### config.mk
export PLATFORM = sky130hd
export DESIGN_NAME = word_block_framer_crc16_unit
export DESIGN_NICKNAME = d
export VERILOG_FILES = /design/src/rtl/core/wbf_pkg.sv /design/src/rtl/core/wbf_front.sv /design/src/rtl/core/wbf_queue.sv /design/src/rtl/core/wbf_back.sv /design/src/rtl/core/word_block_framer_crc16_unit.sv
export VERILOG_INCLUDE_DIRS = /design/src /design/src/rtl/core
export SDC_FILE = /design/constraint.sdc
export NUM_CORES = 1
export LEC_CHECK = 0
export BUFFER_PORTS_ARGS = -buffer_cell sky130_fd_sc_hd__buf_2
export CORE_UTILIZATION = 45
export CTS_CLUSTER_DIAMETER = 50
export DETAILED_ROUTE_END_ITERATION = 10
export GPL_TIMING_DRIVEN = 1
export PLACE_DENSITY = 0.65
export SKIP_LAST_GASP = 1
export SLEW_MARGIN = 20
export SYNTH_ARGS = -nofsm -noshare
export SYNTH_HDL_FRONTEND = slang
export SYNTH_SLANG_ARGS = --single-unit
### constraint.sdc
create_clock -name clk -period 10.58 [get_ports clk]
set_input_delay 2.116 -clock clk [delete_from_list [all_inputs] [get_ports clk]]
set_output_delay 2.116 -clock clk [all_outputs]
set_load 0.01 [all_outputs]
### src/rtl/core/assert_macros.svh
// Assertion macros shared by the framer RTL.
// No dependencies; the including module must provide clk and rst_n.
`ifndef ASSERT_MACROS_SVH
`define ASSERT_MACROS_SVH

// Same-cycle implication, checked at every clock edge outside reset.
`define ASSERT_IMP(lbl, ante, cons) \
    lbl: assert property (@(posedge clk) disable iff (!rst_n) (ante) |-> (cons)) \
        else $error("same-cycle implication failed");

// Next-cycle implication.
`define ASSERT_NXT(lbl, ante, cons) \
    lbl: assert property (@(posedge clk) disable iff (!rst_n) (ante) |=> (cons)) \
        else $error("next-cycle implication failed");

`endif

### src/rtl/core/wbf_pkg.sv
// Shared types and constants of the word block framer.
// No dependencies.
package wbf_pkg;

    localparam int WORD_W         = 16;
    localparam int BYTE_W         = 8;
    localparam int LEFT_W         = 7;
    localparam int MAX_BODY_WORDS = 61;

    localparam int QUEUE_DEPTH = 4;
    localparam int QUEUE_PTR_W = $clog2(QUEUE_DEPTH);
    localparam int QUEUE_CNT_W = $clog2(QUEUE_DEPTH + 1);

    localparam int CFG_INDEX_W = 2;
    localparam logic [CFG_INDEX_W-1:0] CFG_CRC_POLY = 2'd0;
    localparam logic [CFG_INDEX_W-1:0] CFG_CRC_SEED = 2'd1;

    localparam logic [15:0] CRC_POLY_RESET = 16'h1021;
    localparam logic [15:0] CRC_SEED_RESET = 16'hFFFF;

    // What the front end decided a word is.
    typedef enum logic [1:0] {
        KIND_ERR  = 2'd0,
        KIND_LEN  = 2'd1,
        KIND_BODY = 2'd2
    } kind_t;

    typedef struct packed {
        logic [WORD_W-1:0] word;
        kind_t             kind;
        logic              close;   // last word of the block: CRC follows
    } entry_t;

endpackage

### src/rtl/core/wbf_front.sv
// Front end of the framer: takes words, tracks block position, classifies.
// Depends on wbf_pkg.
module wbf_front (
    input  logic                       clk,
    input  logic                       rst_n,
    input  logic                       word_valid,
    output logic                       word_ready,
    input  logic [wbf_pkg::WORD_W-1:0] word,
    input  logic                       queue_full,
    output logic                       push,
    output wbf_pkg::entry_t            entry
);
    import wbf_pkg::*;

    logic              in_block_reg;
    logic              in_block_next;
    logic [LEFT_W-1:0] words_left_reg;
    logic [LEFT_W-1:0] words_left_next;

    assign word_ready = !queue_full;
    assign push       = word_valid && word_ready;

    always_comb
    begin
        in_block_next   = in_block_reg;
        words_left_next = words_left_reg;
        entry.word      = word;
        entry.kind      = KIND_ERR;
        entry.close     = 1'b0;
        if (!in_block_reg)
        begin
            if (word > WORD_W'(MAX_BODY_WORDS))
            begin
                entry.kind = KIND_ERR;
            end
            else
            begin
                entry.kind      = KIND_LEN;
                entry.close     = (word == '0);
                in_block_next   = (word != '0);
                words_left_next = word[LEFT_W-1:0];
            end
        end
        else
        begin
            entry.kind      = KIND_BODY;
            entry.close     = (words_left_reg == LEFT_W'(1));
            words_left_next = words_left_reg - LEFT_W'(1);
            if (words_left_reg == LEFT_W'(1))
            begin
                in_block_next = 1'b0;
            end
        end
    end

    always_ff @(posedge clk or negedge rst_n)
    begin
        if (!rst_n)
        begin
            in_block_reg   <= 1'b0;
            words_left_reg <= '0;
        end
        else if (push)
        begin
            in_block_reg   <= in_block_next;
            words_left_reg <= words_left_next;
        end
    end

endmodule

### src/rtl/core/wbf_queue.sv
// Short queue of classified words between front and back end.
// Depends on wbf_pkg and assert_macros.svh.
`include "assert_macros.svh"

module wbf_queue (
    input  logic            clk,
    input  logic            rst_n,
    input  logic            push,
    input  wbf_pkg::entry_t push_entry,
    output logic            full,
    input  logic            pop,
    output wbf_pkg::entry_t head,
    output logic            empty
);
    import wbf_pkg::*;

    entry_t                 slot_reg [QUEUE_DEPTH];
    logic [QUEUE_PTR_W-1:0] wr_ptr_reg;
    logic [QUEUE_PTR_W-1:0] rd_ptr_reg;
    logic [QUEUE_CNT_W-1:0] count_reg;

    assign full  = (count_reg == QUEUE_CNT_W'(QUEUE_DEPTH));
    assign empty = (count_reg == '0);
    assign head  = slot_reg[rd_ptr_reg];

    always_ff @(posedge clk)
    begin
        if (push)
        begin
            slot_reg[wr_ptr_reg] <= push_entry;
        end
    end

    always_ff @(posedge clk or negedge rst_n)
    begin
        if (!rst_n)
        begin
            wr_ptr_reg <= '0;
            rd_ptr_reg <= '0;
            count_reg  <= '0;
        end
        else
        begin
            if (push)
            begin
                wr_ptr_reg <= wr_ptr_reg + QUEUE_PTR_W'(1);
            end
            if (pop)
            begin
                rd_ptr_reg <= rd_ptr_reg + QUEUE_PTR_W'(1);
            end
            if (push && !pop)
            begin
                count_reg <= count_reg + QUEUE_CNT_W'(1);
            end
            else if (pop && !push)
            begin
                count_reg <= count_reg - QUEUE_CNT_W'(1);
            end
        end
    end

    `ASSERT_IMP(a_no_overflow, push, !full)
    `ASSERT_IMP(a_no_underflow, pop, !empty)
    `ASSERT_IMP(a_count_range, 1'b1, count_reg <= QUEUE_CNT_W'(QUEUE_DEPTH))

endmodule

### src/rtl/core/wbf_back.sv
// Back end of the framer: byte sequencer, CRC update, output register.
// Depends on wbf_pkg and assert_macros.svh.
`include "assert_macros.svh"

module wbf_back (
    input  logic                       clk,
    input  logic                       rst_n,
    input  wbf_pkg::entry_t            head,
    input  logic                       empty,
    output logic                       pop,
    input  logic [15:0]                crc_poly,
    input  logic [15:0]                crc_seed,
    output logic                       out_valid,
    input  logic                       out_ready,
    output logic [wbf_pkg::BYTE_W-1:0] out_byte,
    output logic                       out_last,
    output logic                       out_err
);
    import wbf_pkg::*;

    // Steps after the first byte of an entry, which goes out on the pop.
    localparam logic [2:0] STEP_LENB = 3'd0;
    localparam logic [2:0] STEP_HI   = 3'd1;
    localparam logic [2:0] STEP_LO   = 3'd2;
    localparam logic [2:0] STEP_CRCH = 3'd3;
    localparam logic [2:0] STEP_CRCL = 3'd4;

    // Eight MSB-first CRC steps over one byte.
    function automatic logic [15:0] crc_byte(input logic [15:0] crc_in,
                                             input logic [7:0]  data,
                                             input logic [15:0] poly);
        logic [15:0] c;
        logic [7:0]  d;
        c = crc_in;
        d = data;
        for (int k = 0; k < 8; k++)
        begin
            if (c[15] ^ d[7])
            begin
                c = {c[14:0], 1'b0} ^ poly;
            end
            else
            begin
                c = {c[14:0], 1'b0};
            end
            d = {d[6:0], 1'b0};
        end
        return c;
    endfunction

    logic              active_reg, active_next;
    logic [2:0]        step_reg, step_next;
    logic [WORD_W-1:0] word_reg, word_next;
    logic              close_reg, close_next;
    logic [15:0]       crc_reg, crc_next;

    logic              out_valid_reg;
    logic [BYTE_W-1:0] out_byte_reg, byte_sel;
    logic              out_last_reg, last_sel;
    logic              out_err_reg, err_sel;
    logic              out_free;
    logic              load;
    logic [BYTE_W-1:0] len_byte;

    assign out_free = !out_valid_reg || out_ready;
    // 2*(L+3); L is at most the maximum body length here, so it fits a byte.
    assign len_byte = BYTE_W'({word_reg[BYTE_W-2:0], 1'b0} + BYTE_W'(6));

    always_comb
    begin
        active_next = active_reg;
        step_next   = step_reg;
        word_next   = word_reg;
        close_next  = close_reg;
        crc_next    = crc_reg;
        byte_sel    = '0;
        last_sel    = 1'b0;
        err_sel     = 1'b0;
        load        = 1'b0;
        pop         = 1'b0;
        if (out_free)
        begin
            if (active_reg)
            begin
                load = 1'b1;
                unique case (step_reg)
                    STEP_LENB:
                    begin
                        byte_sel  = len_byte;
                        step_next = STEP_HI;
                    end
                    STEP_HI:
                    begin
                        // only reached from a length word: CRC starts from the seed
                        byte_sel  = word_reg[15:8];
                        crc_next  = crc_byte(crc_seed, word_reg[15:8], crc_poly);
                        step_next = STEP_LO;
                    end
                    STEP_LO:
                    begin
                        byte_sel = word_reg[7:0];
                        crc_next = crc_byte(crc_reg, word_reg[7:0], crc_poly);
                        if (close_reg)
                        begin
                            step_next = STEP_CRCH;
                        end
                        else
                        begin
                            active_next = 1'b0;
                        end
                    end
                    STEP_CRCH:
                    begin
                        byte_sel  = crc_reg[15:8];
                        step_next = STEP_CRCL;
                    end
                    STEP_CRCL:
                    begin
                        byte_sel    = crc_reg[7:0];
                        last_sel    = 1'b1;
                        active_next = 1'b0;
                    end
                    default:
                    begin
                        load        = 1'b0;
                        active_next = 1'b0;
                    end
                endcase
            end
            else if (!empty)
            begin
                pop        = 1'b1;
                load       = 1'b1;
                word_next  = head.word;
                close_next = head.close;
                unique case (head.kind)
                    KIND_ERR:
                    begin
                        err_sel = 1'b1;
                    end
                    KIND_LEN:
                    begin
                        active_next = 1'b1;
                        step_next   = STEP_LENB;
                    end
                    KIND_BODY:
                    begin
                        byte_sel    = head.word[15:8];
                        crc_next    = crc_byte(crc_reg, head.word[15:8], crc_poly);
                        active_next = 1'b1;
                        step_next   = STEP_LO;
                    end
                    default:
                    begin
                        load = 1'b0;
                    end
                endcase
            end
        end
    end

    always_ff @(posedge clk or negedge rst_n)
    begin
        if (!rst_n)
        begin
            active_reg    <= 1'b0;
            step_reg      <= STEP_LENB;
            out_valid_reg <= 1'b0;
            crc_reg       <= '0;
        end
        else
        begin
            active_reg <= active_next;
            step_reg   <= step_next;
            crc_reg    <= crc_next;
            if (load)
            begin
                out_valid_reg <= 1'b1;
            end
            else if (out_ready)
            begin
                out_valid_reg <= 1'b0;
            end
        end
    end

    always_ff @(posedge clk)
    begin
        word_reg  <= word_next;
        close_reg <= close_next;
        if (load)
        begin
            out_byte_reg <= byte_sel;
            out_last_reg <= last_sel;
            out_err_reg  <= err_sel;
        end
    end

    assign out_valid = out_valid_reg;
    assign out_byte  = out_byte_reg;
    assign out_last  = out_last_reg;
    assign out_err   = out_err_reg;

    `ASSERT_IMP(a_last_not_err, out_valid && out_last, !out_err)
    `ASSERT_IMP(a_pop_when_idle, pop, !active_reg)
    `ASSERT_NXT(a_crcl_closes, active_reg && out_free && (step_reg == STEP_CRCL),
                out_valid && out_last && !active_reg)

endmodule

### src/rtl/core/word_block_framer_crc16_unit.sv
// Word block framer with CRC-16: top level, configuration registers.
// Depends on wbf_pkg, wbf_front, wbf_queue, wbf_back.
//
// Input stream s_axis carries 16-bit block words. The first word of a block
// is its length L (0 to 61); L body words follow. Output stream m_axis carries
// the byte frame: 0x00, 2*(L+3), each word high byte then low byte, then the
// CRC-16 (MSB-first) over all L+1 words, high byte then low byte; tlast marks
// the low CRC byte. A length word above 61 gives one byte with tuser set and
// opens no block.
// The cfg channel writes crc_poly (index 0) and crc_seed (index 1); other
// indexes are ignored. cfg_ready is always high; write only while idle.
// A word taken from s_axis is written into a queue slot; its first byte then
// goes into the output register, with the queue empty and byte sequencer idle.
// Throughput: one byte per cycle while m_axis_tready is high and words wait;
// a body word gives two bytes, a length word four (six for an empty block, one
// for a rejected one). The byte sequencer in the back end sets this rate.
// A four-entry queue separates the input side from the byte sequencer, and
// the output register holds a byte while m_axis_tready is low; the input
// keeps accepting until the queue fills. Reset empties the queue, drops any
// open block and restores the register defaults (0x1021, 0xFFFF).
module word_block_framer_crc16_unit (
    input  logic                            clk,
    input  logic                            rst_n,
    input  logic                            s_axis_tvalid,
    output logic                            s_axis_tready,
    input  logic [15:0]                     s_axis_tdata,   // [15:0] word_in
    output logic                            m_axis_tvalid,
    input  logic                            m_axis_tready,
    output logic [7:0]                      m_axis_tdata,   // [7:0] byte_out
    output logic                            m_axis_tlast,   // frame_end
    output logic [0:0]                      m_axis_tuser,   // [0] length_error
    input  logic                            cfg_valid,
    output logic                            cfg_ready,
    input  logic [wbf_pkg::CFG_INDEX_W-1:0] cfg_index,
    input  logic [15:0]                     cfg_data
);
    import wbf_pkg::*;

    logic [15:0] crc_poly_reg;
    logic [15:0] crc_seed_reg;
    logic        push;
    entry_t      push_entry;
    logic        queue_full;
    logic        pop;
    entry_t      head;
    logic        queue_empty;
    logic        out_err;

    assign cfg_ready = 1'b1;

    always_ff @(posedge clk or negedge rst_n)
    begin
        if (!rst_n)
        begin
            crc_poly_reg <= CRC_POLY_RESET;
            crc_seed_reg <= CRC_SEED_RESET;
        end
        else if (cfg_valid && cfg_ready)
        begin
            if (cfg_index == CFG_CRC_POLY)
            begin
                crc_poly_reg <= cfg_data;
            end
            else if (cfg_index == CFG_CRC_SEED)
            begin
                crc_seed_reg <= cfg_data;
            end
        end
    end

    wbf_front u_front (
        .clk        (clk),
        .rst_n      (rst_n),
        .word_valid (s_axis_tvalid),
        .word_ready (s_axis_tready),
        .word       (s_axis_tdata),
        .queue_full (queue_full),
        .push       (push),
        .entry      (push_entry)
    );

    wbf_queue u_queue (
        .clk        (clk),
        .rst_n      (rst_n),
        .push       (push),
        .push_entry (push_entry),
        .full       (queue_full),
        .pop        (pop),
        .head       (head),
        .empty      (queue_empty)
    );

    wbf_back u_back (
        .clk       (clk),
        .rst_n     (rst_n),
        .head      (head),
        .empty     (queue_empty),
        .pop       (pop),
        .crc_poly  (crc_poly_reg),
        .crc_seed  (crc_seed_reg),
        .out_valid (m_axis_tvalid),
        .out_ready (m_axis_tready),
        .out_byte  (m_axis_tdata),
        .out_last  (m_axis_tlast),
        .out_err   (out_err)
    );

    assign m_axis_tuser = out_err;

endmodule
# Word level (Yosys, flattened, before mapping)
# Memory sizes are Yosys's and may differ from the RTL's.
# Index checks and enable logic that the tools add are counted.
[totals]
register_bits = 95
in_bits = 39
out_inout_bits = 13
latch_bits = 0
romBits = 0
ram_bits = 76
memories = 1
word_cells = 255
[classes]
n_mul = 0
n_mux = 136
add_sub_neg = 6
magnitude_cmp = 1
reduce_logical = 30
n_eq_ne = 14
n_div = 0
n_bitwise = 51
shift = 0
[mem_list]
columns = ["name", "words", "word_bits", "read_ports", "rd_ports_with_merged_regs", "write_ports", "line", "rtl"]
rows = [
  ["u_queue.slot_reg", 4, 19, 1, 0, 1, "wbf_queue.sv:17", "entry_t slot_reg [QUEUE_DEPTH];"],
]
[op_table]
columns = ["cell", "count"]
rows = [
  ["2-to-1 mux 16 bit", 97],
  ["bitwise XOR 16 bit", 23],
  ["one-hot mux 8 bit (5 select lines)", 1],
  ["one-hot mux 16 bit (2 select lines)", 1],
  ["2-to-1 mux 8 bit", 3],
  ["bitwise XOR 1 bit", 24],
  ["2-to-1 mux 1 bit", 23],
  ["2-to-1 mux 3 bit", 6],
  ["greater-than comparator 16 x 6 -> 1 bit, second input constant", 1],
  ["logical NOT 16 bit", 1],
  ["nonzero test 16 bit", 1],
  ["2-to-1 mux 7 bit", 2],
  ["one-hot mux 3 bit (4 select lines)", 1],
  ["OR reduction 3 bit", 3],
  ["adder 8 x 3 -> 8 bit, second input constant", 1],
  ["equality test 7 x 1 -> 1 bit, second input constant", 1],
  ["subtractor 7 x 1 -> 7 bit, second input constant", 1],
  ["equality test 3 x 2 -> 1 bit, second input constant", 2],
  ["equality test 3 bit, second input constant", 2],
  ["logical NOT 3 bit", 2],
  ["inequality test 3 bit, second input constant", 2],
  ["one-hot mux 3 bit (2 select lines)", 1],
  ["AND reduction 2 bit", 3],
  ["AND reduction 3 bit", 2],
  ["21 further kinds", 34],
]

# Depth between registers and ports, before layout
# An unclocked memory read counts as a cell.
[depth]
depth_word = 48
ltp_mapped = 19
depth_no_buf = 14

# Hierarchy
# A second synthesis with hierarchy kept.
[hier_totals]
hier_cells = 1691
area_unflattened_um2 = 15353.5
[modules_own_cells]
columns = ["module", "n_inst", "area_each_um2", "seq_area_each_um2", "cells_per_inst"]
rows = [
  ["wbf_back", 1, 10157.2, 1336.3, 1387],
  ["wbf_queue", 1, 3136.8, 2457.4, 133],
  ["word_block_framer_crc16_unit", 1, 1247.4, 824.5, 70],
  ["wbf_front", 1, 812.0, 200.2, 101],
]

# Worst setup path after synthesis
# OpenSTA, ideal clock, no wires.
[synth_path]
path_type = "input -> register"
startpoint = "input port m_axis_tready"
endpoint = "register u_queue.count_reg[1]"
t_arrival_ps = 4282
required_time_ps = 10455
cell_stages = 8
setup_slack_ps = 6174
path_cell_list = "nand2b_1 -> nand2_1 -> nor2_1 -> inv_1 -> ha_1 -> inv_1 -> fa_1 -> mux2_2"
[synth_between]
elab_chain_len = 5
elab_cells_between_ends = 7
classes_between = "mux: 2; reduce/logical: 5"
[synth_lines]
columns = ["element", "line", "rtl"]
rows = [
  ["from (decl)", "word_block_framer_crc16_unit.sv:28", "input logic m_axis_tready,"],
  ["logical OR 1 bit (*)", "wbf_back.sv:65", "assign out_free = !out_valid_reg || out_ready;"],
  ["2-to-1 mux 1 bit (*)", "wbf_back.sv:81", "if (out_free)"],
  ["named net pop", "word_block_framer_crc16_unit.sv:44", "logic pop;"],
  ["logical NOT 1 bit", "wbf_queue.sv:52", "if (push && !pop)"],
  ["logical AND 1 bit", "wbf_queue.sv:52", ""],
  ["2-to-1 mux 3 bit / nonzero test 2 bit (equally long branches)", "-", ""],
  ["to (signal assigned)", "wbf_queue.sv:54", "count_reg <= count_reg + QUEUE_CNT_W'(1);"],
  ["to (signal assigned)", "wbf_queue.sv:58", "count_reg <= count_reg - QUEUE_CNT_W'(1);"],
  ["to (decl)", "wbf_queue.sv:20", "logic [QUEUE_CNT_W-1:0] count_reg;"],
]
# The timed path passes the listed nets; every way through them passes the cells marked *.
# A chain may end at the register's enable or synchronous reset.

# Final worst setup path
[layout_path]
startpoint = "register crc_poly_reg[15]"
endpoint = "register u_back.crc_reg[15]"
[layout_between]
elab_chain_len = 47
elab_cells_between_ends = 142
classes_between = "mux: 98; bitwise: 44"
[layout_lines]
columns = ["element", "line", "rtl"]
rows = [
  ["from (decl)", "word_block_framer_crc16_unit.sv:39", "logic [15:0] crc_poly_reg;"],
  ["from (signal assigned)", "word_block_framer_crc16_unit.sv:62", "crc_poly_reg <= cfg_data;"],
  ["bitwise XOR 16 bit", "wbf_back.sv:40", "c = {c[14:0], 1'b0} ^ poly;"],
  ["2-to-1 mux 16 bit", "wbf_back.sv:38", "if (c[15] ^ d[7])"],
  ["2-to-1 mux 16 bit", "wbf_back.sv:136", "unique case (head.kind)"],
  ["2-to-1 mux 16 bit", "wbf_back.sv:130", "else if (!empty)"],
  ["2-to-1 mux 16 bit", "wbf_back.sv:83", "if (active_reg)"],
  ["2-to-1 mux 16 bit", "wbf_back.sv:81", ""],
  ["bitwise XOR 1 bit", "wbf_back.sv:38", ""],
  ["2-to-1 mux 16 bit", "wbf_back.sv:38", ""],
  ["[31 not listed]", "-", ""],
  ["2-to-1 mux 16 bit", "wbf_back.sv:130", ""],
  ["2-to-1 mux 16 bit", "wbf_back.sv:83", ""],
  ["2-to-1 mux 16 bit", "wbf_back.sv:81", ""],
  ["bitwise XOR 16 bit / bitwise XOR 1 bit (equally long branches)", "wbf_back.sv:40, wbf_back.sv:38", ""],
  ["2-to-1 mux 16 bit", "wbf_back.sv:38", ""],
  ["2-to-1 mux 16 bit", "wbf_back.sv:136", ""],
  ["2-to-1 mux 16 bit", "wbf_back.sv:130", ""],
  ["2-to-1 mux 16 bit (*)", "wbf_back.sv:83", ""],
  ["to (signal assigned)", "wbf_back.sv:175", "crc_reg <= crc_next;"],
  ["to (decl)", "wbf_back.sv:55", "logic [15:0] crc_reg, crc_next;"],
]
# Every way passes the cells marked *; elsewhere a longest branch is shown, timed or not. The select of a mux whose other input is x is not followed.

==> impl_metrics.csv <==
group,metric,value,unit
layout,areaGrowthSynthToFinish,7.67,%
routing,vias,12613,
clock_network,cts_setup_buffers,0,
clock_network,ctsHoldBuffers,0,
critical_path,cp_data_required_time,10.90,ns
synthesis,syn_nets,1738,
layout,fillerInstances,3057,
placed_design,dpl_worst_slack,4.81,ns
layout,fin_cells,2111,
global_routing,grtUsageMet2,44.4,%
routing,wl_per_cell,20.9,µm
clock_network,cts_buffer_depth,2,
global_routing,antenna_found_initial,0,
layout,multiInputGateArea,9560,µm²
worst_hold_path,holdPathStages,1,
synthesis,ys_async_sr_fraction,39.8,%
routing,dr.pass1.iters,9,
worst_hold_path,holdPathEnd,"crc_poly_reg[6]$_DFFE_PN0P_",
layout,n_antenna_cell,0,
timing,grt_setup_unrepaired,"false",
clock_network,cts_max_level,4,
layout,layout_common_cells,"nand2_1 (330), xnor2_1 (274), edfxtp_1 (103), nor2_1 (77), o21ai_0 (55)",
die,die_w,184,µm
timing,fin_setup_tns,0,ns
die,ioPinCount,52,
clock_network,cts_tree,"done",
critical_path,r2r_setup_slack,4.66,ns
routing,drc,0,
global_routing,grt_max_degree,87,
synthesis,synthFlopType,"edfxtp_1",
synthesis,synth_edf_count,103,
synthesis,yosys_warnings,0,
clock_network,clock-sinks,171,
clock_network,worstSkewPairLatency,0.44,ns
timing,setup_viol,0,
worst_hold_path,min_path_type,"reg2reg",
layout,drive_gt1_share,13.7,%
synthesis,yosysTopAreaCellShare,20.7,%
die,rows,66,
layout,final_nets,1707,
placed_design,finalWeightedCongestion,0.952,
layout,layout_commonest_cell,"nand2_1",
global_routing,busiest_layer,"met2",
critical_path,critPathMaxFanout,86,
timing,clock.fmax,169,MHz
timing,slew_viol_final,0,
routing,avgViaCountPerCell,5.97,
layout,regArea,4820,µm²
synthesis,seq_area_frac_synth,32.2,%
global_routing,gr-total-overflow,0,
global_routing,gr-usage-met1,35.0,%
layout,largest_register_ff_count,76,
synthesis,ys_types,98,
critical_path,start_kind,"flop",
synthesis,ys_seq_elements,171,
job,max-cap-violations,0,
die,coreArea,32600,µm²
global_routing,grtUsageMet3,3.52,%
routing,drt_iter0_markers,1400,
synthesis,syn_area,15000,µm²
timing,setup_slack,4.66,ns
placed_design,io_buffers,50,
critical_path,critPathKind,"reg2reg",
timing,period_share,55.9,%
routing,drt-total-wl,44.1,mm
timing,tightest_slew,1.09,ns
clock_network,cts.clk_slew.worst_paths,0.07,ns
critical_path,reg2regPathDepth,16,
status,status,"finished clean",
die,start_util,45.9,%
synthesis,synth_cells,1687,
worst_hold_path,worstHoldStart,"crc_poly_reg[6]$_DFFE_PN0P_",
critical_path,slowest_delay,0.86,ns
critical_path,end_kind,"flop",
timing,fin_skew,0.0151,ns
die,die_area,34000,µm²
synthesis,synth.avg_cell_area,8.88,µm²
die,die_height,184,µm
global_routing,grt_pass1_vias,11893,
critical_path,slowest_stage,"xor2_1",
clock_network,cts_inserted_buffers,17,
critical_path,crit_arrival,6.24,ns
timing,period_minus_slack,5.92,ns
critical_path,path_cells,"buf_4, clkinv_1, o21ai_1, and2_0, a31o_2, o211ai_2, xor2_1, nand2_1, xnor2_1, or2_2, o311ai_1, buf_4, nand2_1, and3_1, o22a_1, a221o_1",
synthesis,ys_top_cells_by_area,"edfxtp_1 (21%), xnor2_1 (16%), nand2_1 (8.3%)",
global_routing,grt_usage,26.4,%
clock_network,cts_resized,0,
synthesis,yosysTopAreaCell,"edfxtp_1",
timing,relSlewSlack,27.1,%
global_routing,grt_pass1_wl,68.8,mm
critical_path,r2r-start,"crc_poly_reg[15]$_DFFE_PN0P_",
placed_design,dp.cells,2079,
timing,hold_viol,0,
placed_design,dp.final_hpwl,31.2,mm
critical_path,reg2reg_to,"u_back.crc_reg[15]$_DFFE_PN0P_",
routing,ant_nets,0,
clock_network,clockRootBuffer,"clkbuf_16",
cell usage after synthesis (17+ instances only):
cell type	instances
o31ai_1	18
mux4_2	18
a22oi_1	20
clkbuf_1	96
edfxtp_1	103
dfrtp_1	49
and3_1	20
dfstp_2	19
nor3_1	28
nand2_1	330
nor2_1	78
mux2_2	37
o21ai_0	56
xor2_1	49
and2_1	17
a21oi_1	54
mux2i_1	32
nand3_1	36
o22ai_1	27
inv_1	20
xnor2_1	276
how the worst max path moves through the flow:
stage,from,endpoint,slack (ns)
2_1_floorplan,m_axis_tready,u_queue.count_reg[1]$_DFFE_PN0P_,6.17
3_3_place_gp,crc_poly_reg[15]$_DFFE_PN0P_,u_back.crc_reg[15]$_DFFE_PN0P_,4.92
3_5_place_dp,crc_poly_reg[15]$_DFFE_PN0P_,u_back.crc_reg[15]$_DFFE_PN0P_,4.81
4_1_cts,crc_poly_reg[15]$_DFFE_PN0P_,u_back.crc_reg[15]$_DFFE_PN0P_,4.78
5_1_grt,crc_poly_reg[15]$_DFFE_PN0P_,u_back.crc_reg[15]$_DFFE_PN0P_,4.23
6_report,crc_poly_reg[15]$_DFFE_PN0P_,u_back.crc_reg[15]$_DFFE_PN0P_,4.66
stage by stage:
step	utilization (%)	hold WS [ns]	instance area, µm²
final	49.4	0.507	16100
after CTS	49.4	0.514	16100
after detailed placement	47.5	0.500	15500
after global placement	47.5	0.491	15500
after global routing	49.4	0.527	16100
after floorplan	-	0.473	15000
layer usage:
metal / wire, µm / part of all wire, %
met5: 0 / 0
met4: 1030 / 2.3
met3: 3050 / 6.9
met2: 21400 / 49
met1: 18600 / 42
worst max-delay path, delay by kind of cell, from the launching register on:
family          cells  cell delay (ns)
xor+xnor            2             1.04
compound gates      6             1.44
flops               1             0.34
buf+inv             3             1.11
simple gates        5             1.84
cell families (layout without fill, tap and decap cells):
group | Yosys count | after routing | synth area share (%)
and+or+nand+nor | 576 | 576 | 17.1
AOI/OAI and AO/OA | 342 | 342 | 16.4
xor gates and xnor gates | 338 | 338 | 20.9
DFF | 171 | 171 | 32.2
buffers and inverters | 156 | 138 | 4.30
muxes | 91 | 91 | 8.05
adders and majority gates | 12 | 12 | 1.05
other | 1 | 1 | 0.0250
cell type report:
class | count | share of cell area [%]
clock inverter | 14 | 1.14
inverter | 24 | 0.559
tap | 442 | 3.43
timing repair buffer | 82 | 3.06
multi-input combinational | 1360 | 59.3
clock buffer | 18 | 2.66
sequential | 171 | 29.9
Power is not shown: default switching activity piles up to over one toggle a cycle in this logic, so the estimate is an artifact.
